$ cat src/rtl/ccc_pkg.sv
// Shared types, constants and codes for the clock-replacement cache controller.
package ccc_pkg;

  localparam int NUM_SLOTS   = 64;
  localparam int SECTOR_BITS = 32;
  localparam int SLOT_IDX_W  = $clog2(NUM_SLOTS);
  localparam int SECTOR_IN_W = 32;
  localparam int SLOT_OUT_W  = 6;
  localparam int QDEPTH      = 2;
  localparam int QPTR_W      = $clog2(QDEPTH);
  localparam int QCNT_W      = $clog2(QDEPTH + 1);

  localparam logic [1:0] OP_READ  = 2'd0;
  localparam logic [1:0] OP_WRITE = 2'd1;
  localparam logic [1:0] OP_FLUSH = 2'd2;

  typedef logic [SLOT_IDX_W-1:0]  slot_idx_t;
  typedef logic [SECTOR_BITS-1:0] tag_t;

  localparam slot_idx_t LAST_SLOT = slot_idx_t'(NUM_SLOTS - 1);

  typedef enum logic [1:0] {
    KIND_READ,
    KIND_WRITE,
    KIND_FLUSH
  } kind_t;

  typedef struct packed {
    logic [1:0]             opcode;
    logic [SECTOR_IN_W-1:0] sector;
  } in_item_t;

  typedef struct packed {
    logic [SLOT_OUT_W-1:0]  slot;
    logic                   hit;
    logic                   writeback;
    logic [SECTOR_IN_W-1:0] writeback_sector;
    logic                   fill;
    logic                   last;
  } out_item_t;

  typedef struct packed {
    kind_t kind;
    tag_t  tag;
  } q_entry_t;

  typedef enum logic [2:0] {
    ST_IDLE,
    ST_RESOLVE,
    ST_SWEEP,
    ST_VICTIM,
    ST_FLUSH,
    ST_FL_EMIT
  } back_state_t;

endpackage

$ cat src/rtl/ccc_front.sv
// Request intake: decodes the opcode, drops unused codes, queues requests for the engine.
module ccc_front (
  input  logic               clk,
  input  logic               rst_n,
  input  logic               in_valid,
  output logic               in_ready,
  input  ccc_pkg::in_item_t  in_data,
  output logic               head_valid,
  output ccc_pkg::q_entry_t  head,
  input  logic               head_pop
);
  import ccc_pkg::*;

  q_entry_t            q_r [QDEPTH];
  logic [QPTR_W-1:0]   wr_ptr_r, wr_ptr_nxt;
  logic [QPTR_W-1:0]   rd_ptr_r, rd_ptr_nxt;
  logic [QCNT_W-1:0]   count_r, count_nxt;
  logic                keep;
  logic                push;
  kind_t               kind;
  q_entry_t            entry;

  always_comb begin
    keep = 1'b1;
    kind = KIND_READ;
    unique case (in_data.opcode)
      OP_READ:  kind = KIND_READ;
      OP_WRITE: kind = KIND_WRITE;
      OP_FLUSH: kind = KIND_FLUSH;
      default:  keep = 1'b0;   // unused opcode: taken and dropped
    endcase
  end

  assign in_ready   = (count_r != QCNT_W'(QDEPTH));
  assign push       = in_valid && in_ready && keep;
  assign head_valid = (count_r != '0);
  assign head       = q_r[rd_ptr_r];

  always_comb begin
    entry.kind = kind;
    entry.tag  = SECTOR_BITS'(in_data.sector);
  end

  always_comb begin
    wr_ptr_nxt = wr_ptr_r;
    rd_ptr_nxt = rd_ptr_r;
    count_nxt  = count_r;
    if (push) begin
      wr_ptr_nxt = (wr_ptr_r == QPTR_W'(QDEPTH - 1)) ? '0 : wr_ptr_r + 1'b1;
    end
    if (head_pop) begin
      rd_ptr_nxt = (rd_ptr_r == QPTR_W'(QDEPTH - 1)) ? '0 : rd_ptr_r + 1'b1;
    end
    case ({push, head_pop})
      2'b10:   count_nxt = count_r + 1'b1;
      2'b01:   count_nxt = count_r - 1'b1;
      default: count_nxt = count_r;
    endcase
  end

  always_ff @(posedge clk) begin
    if (!rst_n) begin
      wr_ptr_r <= '0;
      rd_ptr_r <= '0;
      count_r  <= '0;
    end else begin
      wr_ptr_r <= wr_ptr_nxt;
      rd_ptr_r <= rd_ptr_nxt;
      count_r  <= count_nxt;
    end
  end

  always_ff @(posedge clk) begin
    if (push) begin
      q_r[wr_ptr_r] <= entry;
    end
  end

`ifndef ASSERT_OFF
  a_no_pop_empty: assert property (@(posedge clk) disable iff (!rst_n)
    head_pop |-> (count_r != '0))
    else $error("queue popped while empty");
`endif

endmodule

$ cat src/rtl/ccc_back.sv
// Lookup and policy engine: tag match, clock sweep, victim handling and flush scan.
module ccc_back (
  input  logic               clk,
  input  logic               rst_n,
  input  logic               head_valid,
  input  ccc_pkg::q_entry_t  head,
  output logic               head_pop,
  output logic               res_valid,
  input  logic               res_ready,
  output ccc_pkg::out_item_t res_data
);
  import ccc_pkg::*;

  back_state_t           state_r, state_nxt;
  slot_idx_t             hand_r, hand_nxt;
  slot_idx_t             idx_r, idx_nxt;
  kind_t                 kind_r, kind_nxt;
  tag_t                  tag_r, tag_nxt;
  logic [NUM_SLOTS-1:0]  match_r, match_nxt;
  logic [NUM_SLOTS-1:0]  valid_r, valid_nxt;
  logic [NUM_SLOTS-1:0]  dirty_r, dirty_nxt;
  logic [NUM_SLOTS-1:0]  ref_r, ref_nxt;

  tag_t                  cam_r   [NUM_SLOTS];   // compare copy, one comparator per slot
  tag_t                  tag_mem [NUM_SLOTS];   // read copy for write-back sectors
  tag_t                  rd_data_r;

  logic [NUM_SLOTS-1:0]  match_vec;
  logic [NUM_SLOTS-1:0]  dv;
  logic [NUM_SLOTS-1:0]  above;
  slot_idx_t             hit_idx;
  slot_idx_t             rd_addr;
  slot_idx_t             hand_inc, idx_inc;
  logic                  any_hit;
  logic                  fl_last;
  logic                  victim_wb;
  logic                  mem_we;

  always_comb begin
    for (int j = 0; j < NUM_SLOTS; j++) begin
      match_vec[j] = valid_r[j] && (cam_r[j] == head.tag);
      above[j]     = (SLOT_IDX_W'(j) > idx_r);
    end
  end

  // at most one slot can match, so an OR of the indices encodes it
  always_comb begin
    hit_idx = '0;
    for (int j = 0; j < NUM_SLOTS; j++) begin
      if (match_r[j]) begin
        hit_idx = hit_idx | SLOT_IDX_W'(j);
      end
    end
  end

  assign any_hit   = |match_r;
  assign dv        = valid_r & dirty_r;
  assign fl_last   = ~|(dv & above);
  assign victim_wb = valid_r[hand_r] && dirty_r[hand_r];
  assign hand_inc  = (hand_r == LAST_SLOT) ? '0 : hand_r + 1'b1;
  assign idx_inc   = (idx_r == LAST_SLOT) ? '0 : idx_r + 1'b1;
  assign rd_addr   = (state_r == ST_FLUSH || state_r == ST_FL_EMIT) ? idx_r : hand_r;

  always_comb begin
    state_nxt = state_r;
    hand_nxt  = hand_r;
    idx_nxt   = idx_r;
    kind_nxt  = kind_r;
    tag_nxt   = tag_r;
    match_nxt = match_r;
    valid_nxt = valid_r;
    dirty_nxt = dirty_r;
    ref_nxt   = ref_r;
    head_pop  = 1'b0;
    res_valid = 1'b0;
    res_data  = '0;
    mem_we    = 1'b0;
    unique case (state_r)
      ST_IDLE: begin
        if (head_valid) begin
          head_pop  = 1'b1;
          kind_nxt  = head.kind;
          tag_nxt   = head.tag;
          match_nxt = match_vec;
          idx_nxt   = '0;
          state_nxt = (head.kind == KIND_FLUSH) ? ST_FLUSH : ST_RESOLVE;
        end
      end
      ST_RESOLVE: begin
        if (any_hit) begin
          res_valid     = 1'b1;
          res_data.slot = SLOT_OUT_W'(hit_idx);
          res_data.hit  = 1'b1;
          res_data.last = 1'b1;
          if (res_ready) begin
            ref_nxt[hit_idx] = 1'b1;
            if (kind_r == KIND_WRITE) begin
              dirty_nxt[hit_idx] = 1'b1;
            end
            state_nxt = ST_IDLE;
          end
        end else begin
          state_nxt = ST_SWEEP;
        end
      end
      ST_SWEEP: begin
        if (ref_r[hand_r]) begin
          ref_nxt[hand_r] = 1'b0;   // second chance used up
          hand_nxt        = hand_inc;
        end else begin
          state_nxt = ST_VICTIM;
        end
      end
      ST_VICTIM: begin
        res_valid                 = 1'b1;
        res_data.slot             = SLOT_OUT_W'(hand_r);
        res_data.writeback        = victim_wb;
        res_data.writeback_sector = victim_wb ? SECTOR_IN_W'(rd_data_r) : '0;
        res_data.fill             = 1'b1;
        res_data.last             = 1'b1;
        if (res_ready) begin
          mem_we            = 1'b1;
          valid_nxt[hand_r] = 1'b1;
          dirty_nxt[hand_r] = (kind_r == KIND_WRITE);
          ref_nxt[hand_r]   = 1'b1;
          state_nxt         = ST_IDLE;
        end
      end
      ST_FLUSH: begin
        if (dv[idx_r]) begin
          state_nxt = ST_FL_EMIT;
        end else if (idx_r == LAST_SLOT) begin
          valid_nxt = '0;
          dirty_nxt = '0;
          ref_nxt   = '0;
          state_nxt = ST_IDLE;
        end else begin
          idx_nxt = idx_inc;
        end
      end
      ST_FL_EMIT: begin
        res_valid                 = 1'b1;
        res_data.slot             = SLOT_OUT_W'(idx_r);
        res_data.writeback        = 1'b1;
        res_data.writeback_sector = SECTOR_IN_W'(rd_data_r);
        res_data.last             = fl_last;
        if (res_ready) begin
          if (fl_last) begin
            valid_nxt = '0;
            dirty_nxt = '0;
            ref_nxt   = '0;
            state_nxt = ST_IDLE;
          end else begin
            idx_nxt   = idx_inc;
            state_nxt = ST_FLUSH;
          end
        end
      end
      default: state_nxt = ST_IDLE;
    endcase
  end

  always_ff @(posedge clk) begin
    if (!rst_n) begin
      state_r <= ST_IDLE;
      hand_r  <= '0;
      idx_r   <= '0;
      kind_r  <= KIND_READ;
      valid_r <= '0;
      dirty_r <= '0;
      ref_r   <= '0;
    end else begin
      state_r <= state_nxt;
      hand_r  <= hand_nxt;
      idx_r   <= idx_nxt;
      kind_r  <= kind_nxt;
      valid_r <= valid_nxt;
      dirty_r <= dirty_nxt;
      ref_r   <= ref_nxt;
    end
  end

  always_ff @(posedge clk) begin
    tag_r   <= tag_nxt;
    match_r <= match_nxt;
  end

  always_ff @(posedge clk) begin
    rd_data_r <= tag_mem[rd_addr];
    if (mem_we) begin
      tag_mem[hand_r] <= tag_r;
      cam_r[hand_r]   <= tag_r;
    end
  end

`ifndef ASSERT_OFF
  a_single_match: assert property (@(posedge clk) disable iff (!rst_n)
    (state_r == ST_RESOLVE) |-> $onehot0(match_r))
    else $error("sector matched in more than one slot");

  a_victim_unref: assert property (@(posedge clk) disable iff (!rst_n)
    (state_r == ST_VICTIM) |-> !ref_r[hand_r])
    else $error("victim slot still referenced");

  a_flush_dirty: assert property (@(posedge clk) disable iff (!rst_n)
    (state_r == ST_FL_EMIT) |-> dv[idx_r])
    else $error("flush reporting a clean or invalid slot");

  a_flush_clears: assert property (@(posedge clk) disable iff (!rst_n)
    (state_r == ST_FL_EMIT && res_ready && fl_last) |=>
      (valid_r == '0 && dirty_r == '0 && ref_r == '0))
    else $error("flags not cleared after flush");
`endif

endmodule

$ cat src/rtl/clock_buffer_cache_controller.sv
// Top level of the clock-replacement write-back cache controller with its output stage.
// Path: a hit is popped from the queue, resolved by tag, then registered onto out_data;
//   a miss then sweeps past referenced slots (up to NUM_SLOTS) and emits the victim.
// Order: a hit takes queue pop, then tag resolve; the engine pops the next one once idle;
//   a flush scans to the last dirty slot (or the end), reading each dirty one's tag first.
// Reset (rst_n, synchronous, active low) clears state, flags, hand, queue and out_valid only.
module clock_buffer_cache_controller (
  input  logic               clk,
  input  logic               rst_n,
  input  logic               in_valid,
  output logic               in_ready,
  input  ccc_pkg::in_item_t  in_data,
  output logic               out_valid,
  input  logic               out_ready,
  output ccc_pkg::out_item_t out_data
);
  import ccc_pkg::*;

  // front-to-back queue head
  logic       head_valid;
  q_entry_t   head;
  logic       head_pop;

  // engine result into the output register
  logic       res_valid;
  logic       res_ready;
  out_item_t  res_data;

  logic       out_valid_r, out_valid_nxt;
  out_item_t  out_data_r;

  // front: opcode decode and a short request queue, so intake keeps
  // running while the engine sweeps or scans
  ccc_front u_front (
    .clk        (clk),
    .rst_n      (rst_n),
    .in_valid   (in_valid),
    .in_ready   (in_ready),
    .in_data    (in_data),
    .head_valid (head_valid),
    .head       (head),
    .head_pop   (head_pop)
  );

  // back: tag compare, clock replacement, write-back/fill decision, flush
  ccc_back u_back (
    .clk        (clk),
    .rst_n      (rst_n),
    .head_valid (head_valid),
    .head       (head),
    .head_pop   (head_pop),
    .res_valid  (res_valid),
    .res_ready  (res_ready),
    .res_data   (res_data)
  );

  // output register: the engine can hand over a new transaction in the
  // same cycle the held one leaves
  assign res_ready = !out_valid_r || out_ready;

  always_comb begin
    out_valid_nxt = out_valid_r;
    if (res_ready) begin
      out_valid_nxt = res_valid;
    end
  end

  always_ff @(posedge clk) begin
    if (!rst_n) begin
      out_valid_r <= 1'b0;
    end else begin
      out_valid_r <= out_valid_nxt;
    end
  end

  always_ff @(posedge clk) begin
    if (res_valid && res_ready) begin
      out_data_r <= res_data;
    end
  end

  assign out_valid = out_valid_r;
  assign out_data  = out_data_r;

endmodule
$ cat config.mk
export PLATFORM = sky130hd
export DESIGN_NAME = clock_buffer_cache_controller
export DESIGN_NICKNAME = d
export VERILOG_FILES = /design/src/rtl/ccc_pkg.sv /design/src/rtl/ccc_front.sv /design/src/rtl/ccc_back.sv /design/src/rtl/clock_buffer_cache_controller.sv
export SDC_FILE = /design/constraint.sdc
export NUM_CORES = 2
export LEC_CHECK = 0
export BUFFER_PORTS_ARGS = -buffer_cell sky130_fd_sc_hd__buf_2
export CORE_MARGIN = 2
export CORE_UTILIZATION = 25
export DETAILED_ROUTE_END_ITERATION = 8
export PLACE_DENSITY_LB_ADDON = 0.25
export SKIP_LAST_GASP = 1
export SLEW_MARGIN = 5
export SYNTH_ARGS = -nofsm -noshare
export SYNTH_HDL_FRONTEND = slang
export SYNTH_MEMORY_MAX_BITS = 65536
export SYNTH_SLANG_ARGS = --single-unit
export TNS_END_PERCENT = 1
$ cat constraint.sdc
create_clock -name clk -period 12.5 [get_ports clk]
set_input_delay 2.5 -clock clk [delete_from_list [all_inputs] [get_ports clk]]
set_output_delay 2.5 -clock clk [all_outputs]
set_load 0.03 [all_outputs]
==> results.json <==
{
  "status": "finished with violations",
  "violations": "capacitance limit",
  "cts_root_buf": "clkbuf_16",
  "drive_above_1_share": 0.174,
  "worst_slack_ns": 6.27,
  "ir_drop_uv": 207,
  "startpoint_type": "flip-flop",
  "netlist_top_cells_count": "edfxtp_1, xor2_1, mux4_2",
  "synth_area_per_cell_um2": 13.8,
  "drv_slew": 0,
  "synth_cell_types": 81,
  "path_max_fanout": 42,
  "ctsHtreeMaxLevel": 5,
  "syn_inst": 8996,
  "hold_class": "reg -> reg",
  "viasPerCell": 5.62,
  "critical_path_arrival_ns": 7.02,
  "track_usage": 0.230,
  "dp_hpwl_mm": 409,
  "grt_max_degree": 130,
  "maxCapViolations": 3,
  "period_share": 0.498,
  "hold_violations": 0,
  "drt_first_pass_iters": 6,
  "wl_met2_mm": 262,
  "path_class": "reg -> reg",
  "slew_headroom": 0.00738,
  "dpl_worst_slack_ns": 6.20,
  "routedWlPerCell_um": 37.9,
  "n_fill_cell": 49600,
  "cts_hold_buf": 0,
  "synth_edf_count": 2254,
  "area_growth_pct": 15.9,
  "grt_pass1_vias": 84300,
  "synth.largest_area_cell": "edfxtp_1",
  "synth_top_area_frac": 0.546,
  "clock_latency_ns": 0.97,
  "p_leak_nw": 46.2,
  "worst_pin_slew_ns": 1.49,
  "die_h_um": 708,
  "switching_power_w": 0.00947,
  "ctsResizeCount": 0,
  "synth_warnings": 0,
  "synth_nets": 9039,
  "cts_tree": "built",
  "ant_nets": 0,
  "worst_ep_required_time_ns": 13.29,
  "worst_setup_path_end_kind": "flip-flop",
  "setup_viol": 0,
  "async_flop_share": 0,
  "p_per_area_nw_per_um2": 183,
  "pwr-share-seq": 0.408,
  "finalWirelength_mm": 600,
  "num_io_pins": 82,
  "dr.first_iter.drc_count": 14400,
  "wl_met1_mm": 241,
  "overflow": 0,
  "core-area_um2": 494000,
  "io_buffers": 81,
  "nets": 9075,
  "postCtsSetupBuffers": 0,
  "yosys_most_used_dff": "edfxtp_1",
  "drc": 0,
  "switching_share": 0.359,
  "rows": 258,
  "yosysMostFrequentCell": "edfxtp_1",
  "clock_path_buffers": 4,
  "path_clk_slew_ns": 0.06,
  "fin_crit_ns": 6.23,
  "r2r_slack_ns": 6.27,
  "power_frac_comb": 0.245,
  "met3_length_mm": 67.6,
  "finClkSkew_ns": 0.0531,
  "max_freq_mhz": 161,
  "clock-sinks": 2501,
  "start_util": 0.251,
  "gp_congestion": 0.969,
  "cts_buffers": 306,
  "vias": 88800,
  "rsz0062_at_grt": "no",
  "synthesis.area_um2": 124000,
  "yosys-top-cells-area": "edfxtp_1, xor2_1, mux4_2",
  "fin_tns_setup_ns": 0,
  "dieArea_um2": 501000,
  "clock_power_share": 0.346,
  "antenna_found_initial": 74,
  "grt_pass1_wl_mm": 792,
  "maxUsedRoutingLayer": "met5",
  "p_int_w": 0.0169,
  "die_w_um": 708,
  "ys_ff_latch": 2501,
  "ys_seq_area_frac": 0.586
}
[path summary, 6_finish.rpt]
path                startpoint                    to  depth (start not counted)
max          u_back.state_r[2]  u_back.rd_data_r[13]                         12
min           u_back.ref_r[15]      u_back.ref_r[15]                          2
max reg2reg  u_back.state_r[2]  u_back.rd_data_r[13]                         12
min reg2reg   u_back.ref_r[15]      u_back.ref_r[15]                          2
[cell usage in the layout, fill, tap and decap left out, types with 80 or more instances in the layout]
cell type / instances
o221a_2: 89
nand3_1: 100
clkbuf_16: 316
a21oi_1: 270
nor2_1: 409
nor4_1: 215
xnor2_1: 259
a31oi_1: 108
nand2_1: 476
edfxtp_1: 2254
mux4_2: 525
nand4_1: 461
xor2_1: 1794
and2_1: 173
buf_2: 80
dfxtp_1: 243
buf_4: 272
a211oi_1: 158
[state kept, by name, indices dropped and copies added (netlist names), 2 cells and up, named ones only]
name              count
out_data             42
u_back.ref_r         64
u_back.idx_r          6
u_back.match_r       64
u_front.q_r          68
u_back.tag_mem     2048
u_back.state_r        3
u_back.dirty_r       64
u_back.valid_r       64
u_back.rd_data_r     32
u_front.count_r       2
u_back.hand_r         6
u_back.kind_r         2
u_back.tag_r         32
[kinds of logic (layout without fill, tap and decap cells)]
kind of cell               after synthesis  after routing  synth area share
buffers and inverters                  704            986            0.0225
muxes                                  582            582             0.100
xor gates and xnor gates              2053           2053             0.145
and+or+nand+nor                       2120           2120            0.0866
other                                    0             28                 0
AOI/OAI and AO/OA                     1031           1031            0.0593
DFF                                   2501           2501             0.586
adders and majority gates                5              5          0.000505
[power by group through the flow]
stage	clock network (W)	logic (W)	registers [W]
3_3_place_gp	0	0.00632	0.0109
5_1_grt	0.00949	0.00652	0.0108
4_1_cts	0.00920	0.00633	0.0107
6_report	0.00912	0.00647	0.0108
2_1_floorplan	0	0.00239	0.0112
3_5_place_dp	0	0.00631	0.0109
[cell type report]
class                   instances  area (um2)  area share
diodes                         28        70.1    0.000488
clock buffers                 379        8220      0.0572
repair buffers                377        2930      0.0204
flip-flops and latches       2501       72600       0.505
well taps                    6500        8130      0.0566
clock inverters               175        1750      0.0122
multi-input cells            5791       49800       0.346
inverters                      55         206     0.00144
[critical path: stages, from the launching register on]
cell	delay, ns
dfxtp_1	0.50
nor2b_2	0.21
buf_4	0.31
mux2i_4	0.49
buf_4	0.83
buf_4	0.88
buf_4	0.78
mux4_2	0.63
and2_1	0.19
a211oi_1	0.58
a31oi_1	0.10
a211oi_1	0.32
a21oi_1	0.07
[through the flow]
step / hold WS (ns) / instance area, um2 / utilization / instances / power, W
6_report: 0.501 / 144000 / 0.291 / 15800 / 0.0263
5_1_grt: 0.518 / 144000 / 0.291 / 15800 / 0.0268
4_1_cts: 0.504 / 144000 / 0.291 / 15800 / 0.0263
3_5_place_dp: 0.487 / 134000 / 0.271 / 15200 / 0.0172
3_3_place_gp: 0.477 / 134000 / 0.270 / 15200 / 0.0172
2_1_floorplan: 0.458 / 124000 / - / 8996 / 0.0136
[routing by layer]
layer  global-route usage  vias up
met3               0.0573      996
met1                0.315    47000
met4               0.0965       20
li1                     -    34300
met5                    0        -
met2                0.347     6459
Note: power is estimated with default switching activity, not from simulation.
